$ cat src/rtl/core/cof_pkg.sv
`default_nettype none

package cof_pkg;

  localparam logic [15:0] HIGH_PAGE = 16'hFF00;
  localparam int unsigned BYTE_BITS = 8;

  localparam int unsigned IN_DATA_W  = 80;
  localparam int unsigned OUT_DATA_W = 88;

  // addressing modes
  localparam logic [4:0] M_IMP    = 5'd0;
  localparam logic [4:0] M_R      = 5'd1;
  localparam logic [4:0] M_R_R    = 5'd2;
  localparam logic [4:0] M_R_D8   = 5'd3;
  localparam logic [4:0] M_R_D16  = 5'd4;
  localparam logic [4:0] M_D16    = 5'd5;
  localparam logic [4:0] M_MR_R   = 5'd6;
  localparam logic [4:0] M_R_MR   = 5'd7;
  localparam logic [4:0] M_R_HLI  = 5'd8;
  localparam logic [4:0] M_R_HLD  = 5'd9;
  localparam logic [4:0] M_HLI_R  = 5'd10;
  localparam logic [4:0] M_HLD_R  = 5'd11;
  localparam logic [4:0] M_R_A8   = 5'd12;
  localparam logic [4:0] M_A8_R   = 5'd13;
  localparam logic [4:0] M_HL_SPR = 5'd14;
  localparam logic [4:0] M_D8     = 5'd15;
  localparam logic [4:0] M_A16_R  = 5'd16;
  localparam logic [4:0] M_D16_R  = 5'd17;
  localparam logic [4:0] M_MR_D8  = 5'd18;
  localparam logic [4:0] M_MR     = 5'd19;
  localparam logic [4:0] M_R_A16  = 5'd20;

  // word operation
  localparam logic OP_START = 1'b0;
  localparam logic OP_DATA  = 1'b1;

  // result kinds
  localparam logic [1:0] KIND_REQ  = 2'd0;
  localparam logic [1:0] KIND_DONE = 2'd1;
  localparam logic [1:0] KIND_ERR  = 2'd2;

  typedef enum logic [3:0] {
    PH_IDLE = 4'b0001,
    PH_ONE  = 4'b0010,
    PH_TWO  = 4'b0100,
    PH_THREE = 4'b1000
  } phase_t;

  typedef struct packed {
    logic [1:0]  kind;
    logic [15:0] address;
    logic [15:0] operand;
    logic [15:0] dest_addr;
    logic        to_mem;
    logic [15:0] new_pc;
    logic [15:0] new_hl;
    logic        hl_written;
    logic [1:0]  bus_cycles;
  } result_t;

endpackage

`default_nettype wire

$ cat src/rtl/core/cpu_operand_fetch.sv
`default_nettype none

// channel  dir  tdata                                          tuser
// s_axis   in   has_instruction, mode, reg1_value, reg1_is_c,  operation
//               reg2_value, pc_value, hl_value, read_data
// m_axis   out  address, operand, dest_addr, to_mem,           kind
//               new_pc, new_hl, hl_written, bus_cycles
//
// one word per cycle while m_axis does not stall; a word is held in the input
// register, then its result lands in the output register
// bus read latency outside the block sets the pace of a whole fetch
// rst clears phase, saved operands and the valid flags of both registers
// a stalled m_axis holds the output register, and s_axis takes a new word
// when the input register is empty or moves on in the same cycle

module cpu_operand_fetch (
  input  wire logic                             clk,
  input  wire logic                             rst,
  input  wire logic                             s_axis_tvalid,
  output logic                                  s_axis_tready,
  // has_instruction, mode, reg1_value, reg1_is_c, reg2_value, pc_value,
  // hl_value, read_data
  input  wire logic [cof_pkg::IN_DATA_W-1:0]    s_axis_tdata,
  // operation
  input  wire logic                             s_axis_tuser,
  output logic                                  m_axis_tvalid,
  input  wire logic                             m_axis_tready,
  // address, operand, dest_addr, to_mem, new_pc, new_hl,
  // hl_written, bus_cycles
  output logic [cof_pkg::OUT_DATA_W-1:0]        m_axis_tdata,
  // kind
  output logic [1:0]                            m_axis_tuser
);

  logic        in_valid;
  logic        in_op;
  logic        in_has;
  logic [4:0]  in_mode;
  logic [15:0] in_reg1;
  logic        in_c;
  logic [15:0] in_reg2;
  logic [15:0] in_pc;
  logic [15:0] in_hl;
  logic [7:0]  in_rd;

  logic             out_valid;
  cof_pkg::result_t out_res;

  cof_pkg::phase_t phase, phase_next;
  logic [4:0]  pending_mode, pending_mode_next;
  logic [7:0]  low_byte, low_byte_next;
  logic [15:0] saved_pc, saved_pc_next;
  logic [15:0] saved_reg1, saved_reg1_next;
  logic [15:0] saved_reg2, saved_reg2_next;
  logic [15:0] saved_hl, saved_hl_next;
  logic [15:0] last_operand, last_operand_next;

  logic             advance;
  logic             have_res;
  logic             is_done;
  cof_pkg::result_t res;
  cof_pkg::result_t fin;
  logic [15:0]      word;

  assign advance       = in_valid && (!out_valid || m_axis_tready);
  assign s_axis_tready = !in_valid || advance;

  always_ff @(posedge clk) begin
    if (rst) begin
      in_valid <= 1'b0;
    end else if (s_axis_tready) begin
      in_valid <= s_axis_tvalid;
    end
    if (s_axis_tready && s_axis_tvalid) begin
      in_op   <= s_axis_tuser;
      in_has  <= s_axis_tdata[0];
      in_mode <= s_axis_tdata[5:1];
      in_reg1 <= s_axis_tdata[21:6];
      in_c    <= s_axis_tdata[22];
      in_reg2 <= s_axis_tdata[38:23];
      in_pc   <= s_axis_tdata[54:39];
      in_hl   <= s_axis_tdata[70:55];
      in_rd   <= s_axis_tdata[78:71];
    end
  end

  assign word = {in_rd, low_byte};

  // completion of a mode whose last byte just came back
  always_comb begin
    fin         = '0;
    fin.kind    = cof_pkg::KIND_DONE;
    fin.operand = {8'd0, in_rd};
    fin.new_pc  = saved_pc;
    fin.new_hl  = saved_hl;
    case (pending_mode)
      cof_pkg::M_R_D8, cof_pkg::M_R_A8, cof_pkg::M_HL_SPR, cof_pkg::M_D8: begin
        fin.new_pc = saved_pc + 16'd1;
      end
      cof_pkg::M_MR_D8: begin
        fin.dest_addr = saved_reg1;
        fin.to_mem    = 1'b1;
        fin.new_pc    = saved_pc + 16'd1;
      end
      cof_pkg::M_A8_R: begin
        fin.operand   = last_operand;
        fin.dest_addr = {8'd0, in_rd} | cof_pkg::HIGH_PAGE;
        fin.to_mem    = 1'b1;
        fin.new_pc    = saved_pc + 16'd1;
      end
      cof_pkg::M_R_D16, cof_pkg::M_D16: begin
        fin.operand = word;
        fin.new_pc  = saved_pc + 16'd2;
      end
      cof_pkg::M_A16_R, cof_pkg::M_D16_R: begin
        fin.operand   = saved_reg2;
        fin.dest_addr = word;
        fin.to_mem    = 1'b1;
        fin.new_pc    = saved_pc + 16'd2;
      end
      cof_pkg::M_R_MR: begin
      end
      cof_pkg::M_R_HLI: begin
        fin.new_hl     = saved_hl + 16'd1;
        fin.hl_written = 1'b1;
      end
      cof_pkg::M_R_HLD: begin
        fin.new_hl     = saved_hl - 16'd1;
        fin.hl_written = 1'b1;
      end
      cof_pkg::M_MR: begin
        fin.dest_addr = saved_reg1;
        fin.to_mem    = 1'b1;
      end
      default: begin
        fin.new_pc = saved_pc + 16'd2;
      end
    endcase
  end

  always_comb begin
    res               = '0;
    have_res          = 1'b0;
    is_done           = 1'b0;
    phase_next        = phase;
    pending_mode_next = pending_mode;
    low_byte_next     = low_byte;
    saved_pc_next     = saved_pc;
    saved_reg1_next   = saved_reg1;
    saved_reg2_next   = saved_reg2;
    saved_hl_next     = saved_hl;
    last_operand_next = last_operand;

    if (in_op == cof_pkg::OP_START) begin
      if (in_has) begin
        have_res = 1'b1;
        if (in_mode > cof_pkg::M_R_A16) begin
          res.kind    = cof_pkg::KIND_ERR;
          res.operand = last_operand;
          res.new_pc  = in_pc;
          res.new_hl  = in_hl;
        end else begin
          phase_next        = cof_pkg::PH_IDLE;
          pending_mode_next = in_mode;
          saved_pc_next     = in_pc;
          saved_reg1_next   = in_reg1;
          saved_reg2_next   = in_reg2;
          saved_hl_next     = in_hl;
          res.new_pc        = in_pc;
          res.new_hl        = in_hl;
          case (in_mode)
            cof_pkg::M_IMP: begin
              is_done     = 1'b1;
              res.operand = last_operand;
            end
            cof_pkg::M_R: begin
              is_done     = 1'b1;
              res.operand = in_reg1;
            end
            cof_pkg::M_R_R: begin
              is_done     = 1'b1;
              res.operand = in_reg2;
            end
            cof_pkg::M_MR_R: begin
              is_done       = 1'b1;
              res.operand   = in_reg2;
              res.dest_addr = in_c ? (in_reg1 | cof_pkg::HIGH_PAGE) : in_reg1;
              res.to_mem    = 1'b1;
            end
            cof_pkg::M_HLI_R: begin
              is_done        = 1'b1;
              res.operand    = in_reg2;
              res.dest_addr  = in_reg1;
              res.to_mem     = 1'b1;
              res.new_hl     = in_hl + 16'd1;
              res.hl_written = 1'b1;
            end
            cof_pkg::M_HLD_R: begin
              is_done        = 1'b1;
              res.operand    = in_reg2;
              res.dest_addr  = in_reg1;
              res.to_mem     = 1'b1;
              res.new_hl     = in_hl - 16'd1;
              res.hl_written = 1'b1;
            end
            cof_pkg::M_R_MR: begin
              phase_next  = cof_pkg::PH_ONE;
              res         = '0;
              res.address = in_c ? (in_reg2 | cof_pkg::HIGH_PAGE) : in_reg2;
            end
            cof_pkg::M_R_HLI, cof_pkg::M_R_HLD: begin
              phase_next  = cof_pkg::PH_ONE;
              res         = '0;
              res.address = in_reg2;
            end
            cof_pkg::M_MR: begin
              phase_next  = cof_pkg::PH_ONE;
              res         = '0;
              res.address = in_reg1;
            end
            default: begin
              phase_next  = cof_pkg::PH_ONE;
              res         = '0;
              res.address = in_pc;
            end
          endcase
          if (is_done) begin
            res.kind          = cof_pkg::KIND_DONE;
            last_operand_next = res.operand;
          end
        end
      end
    end else begin
      case (phase)
        cof_pkg::PH_ONE: begin
          have_res = 1'b1;
          if (pending_mode inside {cof_pkg::M_R_D16, cof_pkg::M_D16, cof_pkg::M_A16_R,
                                   cof_pkg::M_D16_R, cof_pkg::M_R_A16}) begin
            low_byte_next = in_rd;
            phase_next    = cof_pkg::PH_TWO;
            res.address   = saved_pc + 16'd1;
          end else begin
            is_done        = 1'b1;
            res            = fin;
            res.bus_cycles = 2'd1;
          end
        end
        cof_pkg::PH_TWO: begin
          have_res = 1'b1;
          if (pending_mode == cof_pkg::M_R_A16) begin
            phase_next  = cof_pkg::PH_THREE;
            res.address = word;
          end else begin
            is_done        = 1'b1;
            res            = fin;
            res.bus_cycles = 2'd2;
          end
        end
        cof_pkg::PH_THREE: begin
          have_res       = 1'b1;
          is_done        = 1'b1;
          res            = fin;
          res.bus_cycles = 2'd3;
        end
        default: begin
        end
      endcase
      if (is_done) begin
        phase_next        = cof_pkg::PH_IDLE;
        last_operand_next = res.operand;
      end
    end
  end

  always_ff @(posedge clk) begin
    if (rst) begin
      out_valid    <= 1'b0;
      phase        <= cof_pkg::PH_IDLE;
      pending_mode <= '0;
      low_byte     <= '0;
      saved_pc     <= '0;
      saved_reg1   <= '0;
      saved_reg2   <= '0;
      saved_hl     <= '0;
      last_operand <= '0;
    end else begin
      if (advance) begin
        out_valid    <= have_res;
        phase        <= phase_next;
        pending_mode <= pending_mode_next;
        low_byte     <= low_byte_next;
        saved_pc     <= saved_pc_next;
        saved_reg1   <= saved_reg1_next;
        saved_reg2   <= saved_reg2_next;
        saved_hl     <= saved_hl_next;
        last_operand <= last_operand_next;
      end else if (m_axis_tready) begin
        out_valid <= 1'b0;
      end
    end
  end

  always_ff @(posedge clk) begin
    if (advance) begin
      out_res <= res;
    end
  end

  assign m_axis_tvalid = out_valid;
  assign m_axis_tuser  = out_res.kind;
  assign m_axis_tdata  = {4'd0, out_res.bus_cycles, out_res.hl_written, out_res.new_hl,
                          out_res.new_pc, out_res.to_mem, out_res.dest_addr,
                          out_res.operand, out_res.address};

endmodule

`default_nettype wire

$ cat config.mk
export PLATFORM = sky130hd
export DESIGN_NAME = cpu_operand_fetch
export DESIGN_NICKNAME = d
export VERILOG_FILES = /design/src/rtl/core/cof_pkg.sv /design/src/rtl/core/cpu_operand_fetch.sv
export SDC_FILE = /design/constraint.sdc
export NUM_CORES = 1
export LEC_CHECK = 0
export BUFFER_PORTS_ARGS = -buffer_cell sky130_fd_sc_hd__buf_4
export CORE_MARGIN = 8
export CORE_UTILIZATION = 42
export DETAILED_ROUTE_END_ITERATION = 7
export PLACE_DENSITY = 0.66
export SLEW_MARGIN = 20
export SYNTH_ARGS = -nofsm -noshare
export SYNTH_HDL_FRONTEND = slang
export SYNTH_SLANG_ARGS = --single-unit
$ cat constraint.sdc
create_clock -name clk -period 5.5 [get_ports clk]
set_input_delay 1.1 -clock clk [delete_from_list [all_inputs] [get_ports clk]]
set_output_delay 1.1 -clock clk [all_outputs]
set_load 0.02 [all_outputs]
==> impl_metrics.json <==
{
  "synth_area_leaders": "edfxtp_1 37%, dfxtp_1 15%, nand2_1 6.7%",
  "synth_edf_count": 166,
  "rows": 65,
  "num-fill-cells": 2809,
  "seq_area_frac_synth_pct": 51.6,
  "initial_utilization_pct": 42.6,
  "critPathKind": "reg -> reg",
  "hold_path.startpoint": "saved_reg1[4]",
  "final_nets": 1613,
  "power-per-cell-area_nw_per_um2": 293,
  "hold_path.class": "reg -> reg",
  "cts_max_path_buffers": 3,
  "vdd_ir_drop_max_mv": 0.253,
  "setup_viol": 0,
  "first_pass_iters": 6,
  "overflow": 0,
  "clkSlewWorstSetupHoldPaths_ns": 0.07,
  "postCtsResizedCells": 0,
  "synthAdderAreaFrac_pct": 3.08,
  "ctsHoldBuffers": 0,
  "synth-compound-area-share_pct": 20.2,
  "critPathCaptureType": "flop",
  "antenna_found_initial": 0,
  "drt_iter0_drc": 1433,
  "fin_setup_tns_ns": 0,
  "hold_violations": 0,
  "synth.area.mux_share_pct": 3.50,
  "final_antenna_net_count": 0,
  "hold_depth": 2,
  "yosysUniqueCellTypes": 70,
  "insertion_delay_ns": 0.57,
  "drc_errors": 0,
  "die_h_um": 195,
  "numCtsBuffers": 29,
  "min_to": "saved_reg1[4]",
  "power.share.switching_pct": 24.1,
  "timing.max_cap.violations": 0,
  "async_flop_share_pct": 0,
  "r2r_cells": 11,
  "synth-seq-cells": 265,
  "fin_crit_ns": 3.73,
  "slew_headroom_pct": 27.2,
  "max_freq_mhz": 268,
  "dpl_cell_area_um2": 15100,
  "r2r_start": "pending_mode[1]",
  "drive_gt1_share_pct": 19.2,
  "ys.flop_type": "edfxtp_1",
  "grt_max_degree": 71,
  "switchingPower_mw": 1.13,
  "yosysWarningCount": 0,
  "io_pins": 177,
  "fin_skew_ns": 0.0219,
  "root_buffer": "clkbuf_16",
  "track_usage_pct": 21.0,
  "yosys.area.top_type": "edfxtp_1",
  "rsz0062_at_grt": "no",
  "core_area_um2": 31600,
  "cp.required_ns": 5.80,
  "r2r_end": "m_axis_tdata[73]",
  "routabilityCongestion": 0.866,
  "critPathArrivalTime_ns": 4.03,
  "fin_area_um2": 16100,
  "die_area_um2": 38100,
  "synthCells": 1366,
  "synth_top_family_by_area": "compound AO/OA/AOI/OAI gates",
  "worst_pin_slew_ns": 1.08,
  "portBuffers": 171,
  "area_growth_pct": 19.2,
  "vias": 11300,
  "fin_util_pct": 50.8,
  "hpwlAfterDp_um": 29000,
  "p_leak_nw": 5.75,
  "synth-xor-area-share_pct": 3.64,
  "wl_per_cell_um": 21.7,
  "pwr-share-comb_pct": 8.0,
  "start_kind": "flop",
  "grt_pass1_wl_um": 64100,
  "synth-simple-area-share_pct": 14.3,
  "htree_levels": 1,
  "internal_power_mw": 3.57,
  "rrSetupSlack_ns": 1.77,
  "numClockSinks": 265,
  "final.period_utilization_pct": 67.9,
  "syn_area_um2": 13500,
  "status": "complete, no violations",
  "grt_pass1_vias": 11000,
  "drv_slew": 0,
  "syn-mean-instance-area_um2": 9.88,
  "cts_tree": "done",
  "postCtsSetupBuffers": 0,
  "p_total_mw": 4.71,
  "vias_per_cell": 5.88,
  "seqPwrFrac_pct": 48.4,
  "wirelength_um": 41700,
  "diodes": 0,
  "synth.top_cell.area_share_pct": 36.9,
  "crit_fanout": 25,
  "die_w_um": 195,
  "clockPowerShare_pct": 43.6
}
power by group through the flow:
stage	Combinational, mW	Sequential (mW)	Clock [mW]
finish	0.378	2.28	2.05
global route	0.408	2.28	2.15
CTS	0.379	2.27	2.09
detailed placement	0.377	2.32	0
global placement	0.373	2.32	0
floorplan	0.190	2.32	0
cell families (layout without fill, tap and decap cells):
logic type / after synthesis / after routing
multiplexers: 43 / 43
adder cells (fa/ha/maj): 32 / 32
AO/OA/AOI/OAI: 419 / 419
flip-flops: 265 / 265
buffers and inverters: 115 / 265
XOR/XNOR: 56 / 56
other: 1 / 4
AND/OR/NAND/NOR: 435 / 435
critical path, cell delays in order (launching register included):
cell and delay (ns):
dfxtp_2 0.52, nor4b_2 0.43, nand2_1 0.14, inv_1 0.43, ha_1 0.37, nor2b_1 0.18
o2111ai_1 0.19, nand3_1 0.19, a31oi_1 0.42, xor2_1 0.18, o21ai_0 0.09, a221o_1 0.33
state kept, by name (all words and copies together) (netlist names), 2 cells and up:
register,flops
saved_hl,16
in_pc,16
saved_reg2,16
phase,4
pending_mode,5
in_reg1,16
in_rd,8
saved_reg1,16
low_byte,8
last_operand,16
m_axis_tdata,84
saved_pc,16
in_hl,16
in_reg2,16
m_axis_tuser,2
in_mode,5
layer usage:
| metal | global-route usage, % | vias up | part of all wire (%) |
|---|---|---|---|
| met5 | 0 | - | 0 |
| met4 | 5.19 | 0 | 2.0 |
| met3 | 4.23 | 65 | 9.5 |
| met2 | 32.4 | 528 | 44 |
| met1 | 29.8 | 5412 | 44 |
| li1 | - | 5300 | - |
synth_stat cells, types with 4 or more instances:
cell	count
o21ai_0	77
nor2_1	96
mux2i_1	10
clkbuf_1	68
a21boi_0	17
ha_1	30
a21oi_1	115
o221ai_1	4
and2_1	5
buf_1	5
nand4_1	12
nand3_1	9
a211oi_1	13
xnor2_1	29
a221oi_1	11
a21o_1	7
inv_1	19
nor3_1	15
a22o_1	9
buf_4	6
dfxtp_1	99
o211ai_1	6
o22ai_1	31
a222oi_1	16
edfxtp_1	166
nor2b_1	11
xor2_1	27
and3_1	10
mux2_2	33
nand2_1	241
nand2b_1	9
a31oi_1	8
a22oi_1	57
o211a_1	8
o21a_1	12
buf_2	16
worst max path at each step:
stage / startpoint / end / slack (ns) / depth (start not counted)
finish: pending_mode[1] / m_axis_tdata[73] / 1.77 / 11
global route: pending_mode[1] / m_axis_tdata[73] / 1.48 / 11
CTS: pending_mode[1] / m_axis_tdata[73] / 1.51 / 11
detailed placement: m_axis_tready / saved_hl[10] / 1.50 / 8
global placement: m_axis_tready / pending_mode[0] / 1.56 / 8
floorplan: m_axis_tready / pending_mode[1] / 1.30 / 8
layout make-up:
type                            count  area, µm²  area share [%]
Multi-Input combinational cell    989       6100            37.9
Sequential cell                   265       6970            43.3
Clock buffer                       35        758            4.71
Tap cell                          402        503            3.13
Inverter                           19       72.6           0.451
Clock inverter                     19        243            1.51
Timing Repair Buffer              192       1440            8.96
cells in the final DEF (no fill, tap or decap), types with 30 or more instances in the layout:
| cell | Yosys | routed |
|---|---|---|
| ha_1 | 30 | 30 |
| nand2_1 | 241 | 239 |
| o22ai_1 | 31 | 31 |
| o21ai_0 | 77 | 77 |
| mux2_2 | 33 | 33 |
| nor2_1 | 96 | 94 |
| edfxtp_1 | 166 | 166 |
| a22oi_1 | 57 | 57 |
| dfxtp_1 | 99 | 98 |
| buf_4 | 6 | 192 |
| a21oi_1 | 115 | 115 |
metrics by stage:
step	std cells	hold slack [ns]	setup WS, ns
global placement	1867	0.439	1.56
CTS	1921	0.455	1.51
global route	1921	0.472	1.48
finish	1921	0.458	1.77
floorplan	1369	0.433	1.30
detailed placement	1867	0.444	1.50
Power figures use the tool's default switching activity.
